### src/rtl/core/sftb_pkg.sv
// Shared types and constants of the syscall filter token bucket unit.
// Used by every module under rtl/core; depends on nothing else.
package sftb_pkg;

    // Field widths
    localparam int CAT_W  = 4;
    localparam int TIME_W = 32;
    localparam int TOK_W  = 16;
    localparam int CNT_W  = 32;

    // Register map: mask at index 0, rate registers after it
    localparam int RATE_REGS  = 6;
    localparam int REG_ADDR_W = 5;
    localparam int REG_IDX_W  = 3;
    localparam int REG_DATA_W = 32;
    localparam logic [REG_IDX_W-1:0] REG_MASK  = 3'd0;
    localparam logic [REG_IDX_W-1:0] REG_RATE0 = 3'd1;

    // Defaults of the top-level parameters
    localparam int DEF_NUM_BUCKETS      = 6;
    localparam int DEF_REFILL_WINDOW_MS = 20;

    // Divide by one second: for elapsed < 1000 ms the product elapsed*rate
    // stays below 2^26, and (p * ceil(2^36/1000)) >> 36 is exact there.
    localparam int               MS_PER_SEC  = 1000;
    localparam int               ELAPSED_W   = 10;
    localparam int               RECIP_SHIFT = 36;
    localparam int               RECIP_W     = 27;
    localparam logic [RECIP_W-1:0] RECIP     = 27'd68719477;
    localparam int               SCALE_W     = TOK_W + RECIP_W;
    localparam int               PROD_W      = SCALE_W + ELAPSED_W;

    // Queue between classifier and bucket engine
    localparam int Q_DEPTH = 2;

    localparam int OUT_DATA_W = 120;

    typedef enum logic [1:0] {
        KIND_FREE   = 2'd0,
        KIND_DENIED = 2'd1,
        KIND_BUCKET = 2'd2
    } t_kind;

    typedef enum logic [1:0] {
        VERDICT_ALLOW = 2'd0,
        VERDICT_DENY  = 2'd1,
        VERDICT_LIMIT = 2'd2
    } t_verdict;

    typedef struct packed {
        logic [CAT_W-1:0]  category;
        logic [TIME_W-1:0] now_ms;
        t_kind             kind;
    } t_item;

    // Result beat, verdict in the lowest bits
    typedef struct packed {
        logic [CNT_W-1:0] limited_requests;
        logic [CNT_W-1:0] denied_requests;
        logic [CNT_W-1:0] total_requests;
        logic [TOK_W-1:0] tokens_left;
        t_verdict         verdict;
    } t_result;

    // Register write event handed to the bucket engine
    typedef struct packed {
        logic                 en;
        logic [REG_IDX_W-1:0] idx;
        logic [TOK_W-1:0]     value;
    } t_cfg_wr;

endpackage

### src/rtl/core/sftb_queue.sv
// Small FIFO of classified requests between front and back.
// Depends on sftb_pkg.
module sftb_queue
    import sftb_pkg::*;
(
    input  logic  i_clk,
    input  logic  i_rst_n,
    input  logic  i_push,
    input  t_item i_data,
    output logic  o_full,
    input  logic  i_pop,
    output logic  o_valid,
    output t_item o_data
);

    localparam int PW = (Q_DEPTH > 1) ? $clog2(Q_DEPTH) : 1;
    localparam int CW = $clog2(Q_DEPTH + 1);

    t_item           r_mem [Q_DEPTH];
    logic [PW-1:0]   r_wr_ptr, n_wr_ptr;
    logic [PW-1:0]   r_rd_ptr, n_rd_ptr;
    logic [CW-1:0]   r_count, n_count;
    logic            do_push, do_pop;

    assign o_full  = (r_count == CW'(Q_DEPTH));
    assign o_valid = (r_count != '0);
    assign o_data  = r_mem[r_rd_ptr];
    assign do_push = i_push && !o_full;
    assign do_pop  = i_pop && o_valid;

    // Advance pointers with wrap at the depth
    always_comb begin
        n_wr_ptr = r_wr_ptr;
        n_rd_ptr = r_rd_ptr;
        n_count  = r_count;
        if (do_push) begin
            n_wr_ptr = (r_wr_ptr == PW'(Q_DEPTH - 1)) ? '0 : r_wr_ptr + PW'(1);
        end
        if (do_pop) begin
            n_rd_ptr = (r_rd_ptr == PW'(Q_DEPTH - 1)) ? '0 : r_rd_ptr + PW'(1);
        end
        if (do_push && !do_pop) begin
            n_count = r_count + CW'(1);
        end else if (do_pop && !do_push) begin
            n_count = r_count - CW'(1);
        end
    end

    always_ff @(posedge i_clk) begin
        if (!i_rst_n) begin
            r_wr_ptr <= '0;
            r_rd_ptr <= '0;
            r_count  <= '0;
        end else begin
            r_wr_ptr <= n_wr_ptr;
            r_rd_ptr <= n_rd_ptr;
            r_count  <= n_count;
        end
    end

    // Store entries
    always_ff @(posedge i_clk) begin
        if (do_push) begin
            r_mem[r_wr_ptr] <= i_data;
        end
    end

endmodule

### src/rtl/core/sftb_front.sv
// Request intake: accepts request beats and sorts them by filter outcome.
// Depends on sftb_pkg; feeds sftb_queue.
module sftb_front
    import sftb_pkg::*;
#(
    parameter int NUM_BUCKETS = DEF_NUM_BUCKETS
) (
    input  logic              s_axis_tvalid,
    output logic              s_axis_tready,
    input  logic [TIME_W-1:0] s_axis_tdata,    // [31:0] now_ms
    input  logic [CAT_W-1:0]  s_axis_tuser,    // [3:0] category
    input  logic [TOK_W-1:0]  i_mask,
    input  logic              i_q_full,
    output logic              o_push,
    output t_item             o_item
);

    localparam int NB = (NUM_BUCKETS < RATE_REGS) ? NUM_BUCKETS : RATE_REGS;

    logic has_bucket;
    logic passes;

    assign s_axis_tready = !i_q_full;
    assign o_push        = s_axis_tvalid && !i_q_full;

    // Classify: filter first, then bucket or free
    always_comb begin
        has_bucket = (32'(s_axis_tuser) < NB);
        passes     = i_mask[s_axis_tuser];
        o_item.category = s_axis_tuser;
        o_item.now_ms   = s_axis_tdata;
        if (!passes) begin
            o_item.kind = KIND_DENIED;
        end else if (has_bucket) begin
            o_item.kind = KIND_BUCKET;
        end else begin
            o_item.kind = KIND_FREE;
        end
    end

endmodule

### src/rtl/core/sftb_back.sv
// Bucket engine: refills and drains token buckets, keeps the counters,
// and holds the result beat. Depends on sftb_pkg.
module sftb_back
    import sftb_pkg::*;
#(
    parameter int NUM_BUCKETS      = DEF_NUM_BUCKETS,
    parameter int REFILL_WINDOW_MS = DEF_REFILL_WINDOW_MS
) (
    input  logic               i_clk,
    input  logic               i_rst_n,
    input  logic               i_q_valid,
    input  t_item              i_item,
    output logic               o_pop,
    input  t_cfg_wr            i_cfg,
    input  logic [TOK_W-1:0]   i_rate  [RATE_REGS],
    input  logic [SCALE_W-1:0] i_scale [RATE_REGS],
    output logic               o_valid,
    input  logic               i_ready,
    output t_result            o_result
);

    localparam int NB = (NUM_BUCKETS < RATE_REGS) ? NUM_BUCKETS : RATE_REGS;
    localparam int BW = (NB > 1) ? $clog2(NB) : 1;

    logic [TOK_W-1:0]  r_tokens [NB];
    logic [TIME_W-1:0] r_refill [NB];
    logic [CNT_W-1:0]  r_total, r_denied, r_limited;
    logic [CNT_W-1:0]  n_total, n_denied, n_limited;
    logic              r_out_valid;
    t_result           r_out, n_out;

    logic [BW-1:0]     bidx;
    logic              has_bucket;
    logic [TOK_W-1:0]  tok, rate, refilled, avail, n_tok;
    logic [SCALE_W-1:0] scale;
    logic [TIME_W-1:0] elapsed;
    logic              in_window, full_second;
    logic [PROD_W-1:0] prod;
    logic              bucket_wr, refill_wr;

    assign o_pop    = i_q_valid && (!r_out_valid || i_ready);
    assign o_valid  = r_out_valid;
    assign o_result = r_out;

    // Read the addressed bucket and work out the refill
    always_comb begin
        has_bucket  = (32'(i_item.category) < NB);
        // Park the index on bucket 0 for categories without a bucket
        bidx        = has_bucket ? i_item.category[BW-1:0] : '0;
        tok         = has_bucket ? r_tokens[bidx] : '0;
        rate        = i_rate[bidx];
        scale       = i_scale[bidx];
        elapsed     = i_item.now_ms - r_refill[bidx];
        in_window   = (elapsed >= TIME_W'(REFILL_WINDOW_MS));
        full_second = (elapsed >= TIME_W'(MS_PER_SEC));
        prod        = PROD_W'(elapsed[ELAPSED_W-1:0]) * PROD_W'(scale);
        // An empty bucket plus a full second of gain always caps at the rate
        refilled    = full_second ? rate : prod[RECIP_SHIFT +: TOK_W];
        avail       = (tok == '0 && in_window) ? refilled : tok;
    end

    // Decide verdict, new token count and counters
    always_comb begin
        n_total   = r_total;
        n_denied  = r_denied;
        n_limited = r_limited;
        n_tok     = tok;
        bucket_wr = 1'b0;
        refill_wr = 1'b0;
        n_out.verdict     = VERDICT_ALLOW;
        n_out.tokens_left = '0;
        if (o_pop) begin
            n_total = r_total + CNT_W'(1);
            case (i_item.kind)
                KIND_DENIED: begin
                    n_denied = r_denied + CNT_W'(1);
                    n_out.verdict     = VERDICT_DENY;
                    n_out.tokens_left = tok;
                end
                KIND_BUCKET: begin
                    bucket_wr = 1'b1;
                    refill_wr = (tok == '0) && in_window;
                    if (avail == '0) begin
                        n_limited = r_limited + CNT_W'(1);
                        n_out.verdict = VERDICT_LIMIT;
                        n_tok = '0;
                    end else begin
                        n_tok = avail - TOK_W'(1);
                    end
                    n_out.tokens_left = n_tok;
                end
                default: begin
                    n_out.verdict = VERDICT_ALLOW;
                end
            endcase
        end
        n_out.total_requests   = n_total;
        n_out.denied_requests  = n_denied;
        n_out.limited_requests = n_limited;
    end

    // Bucket state: a rate write reloads the bucket, a request updates it
    always_ff @(posedge i_clk) begin
        if (!i_rst_n) begin
            for (int b = 0; b < NB; b++) begin
                r_tokens[b] <= '0;
                r_refill[b] <= '0;
            end
        end else begin
            for (int b = 0; b < NB; b++) begin
                if (i_cfg.en && i_cfg.idx == REG_RATE0 + REG_IDX_W'(b)) begin
                    r_tokens[b] <= i_cfg.value;
                end else if (bucket_wr && bidx == BW'(b)) begin
                    r_tokens[b] <= n_tok;
                end
                if (refill_wr && bidx == BW'(b)) begin
                    r_refill[b] <= i_item.now_ms;
                end
            end
        end
    end

    // Counters and result valid
    always_ff @(posedge i_clk) begin
        if (!i_rst_n) begin
            r_total     <= '0;
            r_denied    <= '0;
            r_limited   <= '0;
            r_out_valid <= 1'b0;
        end else begin
            r_total   <= n_total;
            r_denied  <= n_denied;
            r_limited <= n_limited;
            if (o_pop) begin
                r_out_valid <= 1'b1;
            end else if (i_ready) begin
                r_out_valid <= 1'b0;
            end
        end
    end

    // Hold the result beat until taken
    always_ff @(posedge i_clk) begin
        if (o_pop) begin
            r_out <= n_out;
        end
    end

    // Each popped request bumps the total by exactly one
    a_total_step: assert property (@(posedge i_clk) disable iff (!i_rst_n)
        o_pop |=> r_total == $past(r_total) + CNT_W'(1))
        else $error("total counter did not advance on a request");

    // A rate-limited result always reports an empty bucket
    a_limit_empty: assert property (@(posedge i_clk) disable iff (!i_rst_n)
        (r_out_valid && r_out.verdict == VERDICT_LIMIT) |-> r_out.tokens_left == '0)
        else $error("rate-limited result with tokens left");

    // Requests without a bucket that pass the filter are always allowed
    a_free_allowed: assert property (@(posedge i_clk) disable iff (!i_rst_n)
        (o_pop && i_item.kind == KIND_FREE) |=> r_out.verdict == VERDICT_ALLOW)
        else $error("unlimited request not allowed");

    // A bucket never holds more than its capacity
    for (genvar g = 0; g < NB; g++) begin : g_cap
        a_capacity: assert property (@(posedge i_clk) disable iff (!i_rst_n)
            r_tokens[g] <= i_rate[g])
            else $error("bucket above capacity");
    end

endmodule

### src/rtl/core/syscall_filter_token_bucket_unit.sv
// Top level of the syscall filter token bucket unit: register file,
// intake, queue and bucket engine. Depends on sftb_pkg and rtl/core modules.
//
//  channel   | direction | handshake                | payload
//  s_axis    | in        | tvalid/tready            | tuser category, tdata now_ms
//  m_axis    | out       | tvalid/tready            | tdata verdict..limited counters
//  apb       | in        | psel/penable/pwrite      | paddr, pwdata, prdata
//
// One request per cycle sustained while m_axis_tready keeps up; the bucket
// read-modify-write, refill multiply included, is combinational.
// A request beat is registered in the queue, then in the result register.
// A two-entry queue decouples intake from the result register, so requests
// are still taken while a result waits for m_axis_tready, until it is full.
// Reset is synchronous; all control state clears at once, no clearing pass.
module syscall_filter_token_bucket_unit
    import sftb_pkg::*;
#(
    parameter int NUM_BUCKETS      = DEF_NUM_BUCKETS,
    parameter int REFILL_WINDOW_MS = DEF_REFILL_WINDOW_MS
) (
    input  logic                  i_clk,
    input  logic                  i_rst_n,
    input  logic                  s_axis_tvalid,
    output logic                  s_axis_tready,
    input  logic [TIME_W-1:0]     s_axis_tdata,   // [31:0] now_ms
    input  logic [CAT_W-1:0]      s_axis_tuser,   // [3:0] category
    output logic                  m_axis_tvalid,
    input  logic                  m_axis_tready,
    // [1:0] verdict, [17:2] tokens_left, [49:18] total_requests,
    // [81:50] denied_requests, [113:82] limited_requests, rest zero
    output logic [OUT_DATA_W-1:0] m_axis_tdata,
    input  logic                  psel,
    input  logic                  penable,
    input  logic                  pwrite,
    input  logic [REG_ADDR_W-1:0] paddr,
    input  logic [REG_DATA_W-1:0] pwdata,
    output logic [REG_DATA_W-1:0] prdata,
    output logic                  pready
);

    logic [TOK_W-1:0]   r_mask;
    logic [TOK_W-1:0]   r_rate  [RATE_REGS];
    logic [SCALE_W-1:0] r_scale [RATE_REGS];
    logic [REG_IDX_W-1:0] reg_idx;
    t_cfg_wr            cfg;
    logic               push, q_full, q_valid, pop;
    t_item              push_item, head_item;
    t_result            result;

    assign pready  = 1'b1;
    assign reg_idx = paddr[REG_ADDR_W-1:2];

    assign cfg.en    = psel && penable && pwrite && pready;
    assign cfg.idx   = reg_idx;
    assign cfg.value = pwdata[TOK_W-1:0];

    // Register writes; the refill scale is rate times the reciprocal of 1000
    always_ff @(posedge i_clk) begin
        if (!i_rst_n) begin
            r_mask <= '0;
            for (int b = 0; b < RATE_REGS; b++) begin
                r_rate[b]  <= '0;
                r_scale[b] <= '0;
            end
        end else if (cfg.en) begin
            if (cfg.idx == REG_MASK) begin
                r_mask <= cfg.value;
            end
            for (int b = 0; b < RATE_REGS; b++) begin
                if (cfg.idx == REG_RATE0 + REG_IDX_W'(b)) begin
                    r_rate[b]  <= cfg.value;
                    r_scale[b] <= SCALE_W'(cfg.value) * SCALE_W'(RECIP);
                end
            end
        end
    end

    // Register read-back
    always_comb begin
        prdata = '0;
        if (reg_idx == REG_MASK) begin
            prdata = REG_DATA_W'(r_mask);
        end else begin
            for (int b = 0; b < RATE_REGS; b++) begin
                if (reg_idx == REG_RATE0 + REG_IDX_W'(b)) begin
                    prdata = REG_DATA_W'(r_rate[b]);
                end
            end
        end
    end

    sftb_front #(
        .NUM_BUCKETS (NUM_BUCKETS)
    ) u_front (
        .s_axis_tvalid (s_axis_tvalid),
        .s_axis_tready (s_axis_tready),
        .s_axis_tdata  (s_axis_tdata),
        .s_axis_tuser  (s_axis_tuser),
        .i_mask        (r_mask),
        .i_q_full      (q_full),
        .o_push        (push),
        .o_item        (push_item)
    );

    sftb_queue u_queue (
        .i_clk   (i_clk),
        .i_rst_n (i_rst_n),
        .i_push  (push),
        .i_data  (push_item),
        .o_full  (q_full),
        .i_pop   (pop),
        .o_valid (q_valid),
        .o_data  (head_item)
    );

    sftb_back #(
        .NUM_BUCKETS      (NUM_BUCKETS),
        .REFILL_WINDOW_MS (REFILL_WINDOW_MS)
    ) u_back (
        .i_clk     (i_clk),
        .i_rst_n   (i_rst_n),
        .i_q_valid (q_valid),
        .i_item    (head_item),
        .o_pop     (pop),
        .i_cfg     (cfg),
        .i_rate    (r_rate),
        .i_scale   (r_scale),
        .o_valid   (m_axis_tvalid),
        .i_ready   (m_axis_tready),
        .o_result  (result)
    );

    assign m_axis_tdata = OUT_DATA_W'(result);

endmodule

### config.mk
export PLATFORM = sky130hd
export DESIGN_NAME = syscall_filter_token_bucket_unit
export DESIGN_NICKNAME = d
export VERILOG_FILES = /design/src/rtl/core/sftb_pkg.sv /design/src/rtl/core/sftb_queue.sv /design/src/rtl/core/sftb_front.sv /design/src/rtl/core/sftb_back.sv /design/src/rtl/core/syscall_filter_token_bucket_unit.sv
export SDC_FILE = /design/constraint.sdc
export NUM_CORES = 2
export LEC_CHECK = 0
export ABC_AREA = 1
export BUFFER_PORTS_ARGS = -buffer_cell sky130_fd_sc_hd__buf_2
export CAP_MARGIN = 20
export CORE_UTILIZATION = 40
export CTS_CLUSTER_SIZE = 8
export DETAILED_ROUTE_END_ITERATION = 7
export GPL_TIMING_DRIVEN = 0
export PLACE_DENSITY = 0.63
export SYNTH_ARGS = -nofsm -noshare
export SYNTH_HDL_FRONTEND = slang
export SYNTH_HIERARCHICAL = 1
export SYNTH_SLANG_ARGS = --single-unit
### constraint.sdc
create_clock -name i_clk -period 10.5 [get_ports i_clk]
set_input_delay 0.525 -clock i_clk [delete_from_list [all_inputs] [get_ports i_clk]]
set_output_delay 0.525 -clock i_clk [all_outputs]
set_load 0.01 [all_outputs]
==> out/summary.txt <==
final setup vio count = 0
Max Cap Violations = 0
CTS clk-pin slew, worst paths = 0.06 ns
post-DP HPWL = 186 mm
first-pass GRT wire length = 356 mm
DR vias/cell = 5.35
Critical Path Sink Type = flop
startpoint types = flop
most frequent CP cell = nand2_1
Post-DRT Antenna Nets = 0
htree depth = 4
antenna diode count = 0
worst min-delay path class = input pin to flop
critical path arrival = 10.74 ns
Post-synth EDFFs = 478
Crit Path Class = flop to flop
Fmax = 96.9 MHz
CP Max Fanout = 10
Syn Area/Cell = 7.71 µm²
Final #Nets = 9925
gpl congestion = 0.989
setup TNS = 0 ns
Port-buffer cells = 160
core area = 166000 µm²
Clock Latency Late Sink = 0.77 ns
Die Span Y = 411 µm
share of cells above drive strength 1 = 10.9%
status = completed
CTS root buf = clkbuf_16
post-synthesis sequential area ratio = 35.2%
Synth Cell Area = 66900 µm²
vias in the first global route = 58400
Remaining DRCs = 0
clk sinks = 938
die width = 411 µm
Pre-antenna DRT Iters = 8
asr flop ratio synth = 0%
filler cell count = 16300
Worst Skew = 0.0727 ns
Max Root-Sink Buffers = 3
slowest CP cell = fa_1
grt total ovfl = 0
Main synth FF type = edfxtp_1
Synth Register Bits = 938
setup slack after layout = 0.183 ns
hold path depth = 2
TritonCTS Buffers = 137
Worst-Margin Slew = 1.45 ns
largest net degree at the start of global routing = 64
Max transition margin = 3.48%
Final period util = 98.3%
drt total wl = 240 mm
Final Critical Period = 10.32 ns
Fin. Hold Viols = 0
yosys warns = 6
final count of pins violating max slew = 0
Req. time, crit path = 10.92 ns
die area = 169000 µm²
GRT Util Overall = 27.9%
vias post-DR = 60800
drt initial violations = 6273
starting density of the core = 40.4%
FP Rows = 149
Area Overhead vs Synth = 16.5%
wire length per cell = 21.1 µm
initial antenna violation count = 6
Crit path largest cell delay = 0.57 ns
I/O Pins = 235
Mapped Cells = 8674
Setup WS pre-CTS = -4.76 ns
TritonCTS clock tree = done
Worst R2R Path Depth = 57
post-synth cell types = 62
repair_timing:
item,in CTS,in global routing
pin swaps,58,101
endpoints found under the setup margin,177,177
gates resized for setup,347,224
hold buffers,33,0
gates cloned,1,2
buffers inserted,49,34
hold endpoints to repair,66,0
sequential cells by signal, summed over array words and instances (netlist names), 76 cells and up, named ones only:
name	count
r_scale	246
u_queue/r_mem	76
u_back/r_tokens	96
u_back/o_result	114
u_back/r_refill	192
r_rate	96
final timing paths:
kind / start / to / slack (ns)
setup reg to reg: flop / u_back/r_tokens[3][9] / 0.18
setup / recovery: flop / u_back/r_tokens[3][9] / 0.18
hold / removal: s_axis_tuser[3] / u_queue/r_mem[0][37] / 0.07
hold reg to reg: u_back/r_limited[3] / u_back/r_limited[3] / 0.48
stage by stage:
step                hold slack (ns)  cell area (µm²)  instances  util, %
floorplan                     0.455            67000       8695        -
global placement              0.464            70500      11000     42.6
detailed placement            0.473            71000      11100     42.9
CTS                          0.0316            77100      11400     46.5
global route                 0.0611            77900      11400     47.1
finish                       0.0661            77900      11400     47.1
cell type report:
type	count	area [µm²]	share of cell area (%)
Multi-Input combinational cell	5823	37100	47.6
Sequential cell	938	23600	30.2
Inverter	1558	5920	7.59
Clock buffer	190	3630	4.65
Tap cell	2189	2740	3.51
Timing Repair Buffer	306	2330	2.99
Buffer	355	2220	2.85
Clock inverter	19	413	0.530
cell usage after synthesis, types with 25 or more instances:
| cell type | number | share of area, % |
|---|---|---|
| nand2_1 | 1743 | 9.8 |
| inv_1 | 1510 | 8.5 |
| nor2_1 | 1360 | 7.6 |
| edfxtp_1 | 478 | 21 |
| dfxtp_1 | 460 | 14 |
| fa_1 | 438 | 13 |
| o21ai_0 | 413 | 3.1 |
| nand3_1 | 406 | 3.0 |
| a21oi_1 | 360 | 2.7 |
| ha_1 | 288 | 5.4 |
| clkbuf_1 | 203 | 1.1 |
| nor3_1 | 97 | 0.73 |
| nand4_1 | 95 | 0.89 |
| o22ai_1 | 94 | 0.88 |
| a22oi_1 | 85 | 0.95 |
| buf_4 | 76 | 0.85 |
| xor2_1 | 70 | 0.92 |
| o21ai_1 | 67 | 0.50 |
| buf_2 | 44 | 0.33 |
| buf_1 | 36 | 0.20 |
| o211ai_1 | 33 | 0.37 |
| inv_2 | 28 | 0.16 |
| nor4_1 | 25 | 0.23 |
placed cells by master (no fill, tap or decap), drive strengths merged, types with 25 or more instances in the layout:
cell type / synthesis / layout
a21oi: 360 / 360
a22oi: 85 / 85
buf: 170 / 444
clkbuf: 206 / 374
clkinv: 17 / 28
dfxtp: 460 / 460
dlygate4sd3: 0 / 33
edfxtp: 478 / 478
fa: 438 / 438
ha: 288 / 288
inv: 1541 / 1545
mux2: 38 / 38
nand2: 1754 / 1754
nand3: 413 / 413
nand4: 95 / 95
nor2: 1381 / 1381
nor3: 101 / 101
nor4: 25 / 25
o211ai: 33 / 33
o21ai: 481 / 481
o22ai: 94 / 94
xor2: 70 / 70
cells by family (layout without fill, tap and decap cells):
family | after synthesis | in the layout | share of synthesized area, %
adder cells (fa/ha/maj) | 726 | 726 | 18.5
AND/OR/NAND/NOR | 3818 | 3818 | 23.4
flip-flops | 938 | 938 | 35.2
AO/OA/AOI/OAI | 1131 | 1131 | 9.45
XOR/XNOR | 87 | 87 | 1.15
buffers and inverters | 1934 | 2428 | 11.5
other | 2 | 23 | 0.0112
multiplexers | 38 | 38 | 0.752
metal layers:
| layer | wire (µm) | part of all wire, % | vias up | track usage [%] |
|---|---|---|---|---|
| li1 | - | - | 28200 | - |
| met1 | 101000 | 42 | 29300 | 37.6 |
| met2 | 106000 | 44 | 2761 | 43.5 |
| met3 | 23300 | 9.7 | 526 | 6.17 |
| met4 | 10100 | 4.2 | 4 | 10.8 |
| met5 | 24 | 0.010 | - | 0 |
critical path: cells and delay by family (launching register included):
family / cells / cell delay [ns]
XOR/XNOR: 1 / 0.14
flip-flops: 1 / 0.36
AO/OA/AOI/OAI: 8 / 1.11
adder cells (fa/ha/maj): 8 / 3.51
buffers and inverters: 16 / 2.07
multiplexers: 1 / 0.36
AND/OR/NAND/NOR: 23 / 2.37
Power is left out: the tool's default activity adds up to more than one toggle a clock period on the data nets, which glitch-free logic cannot reach.
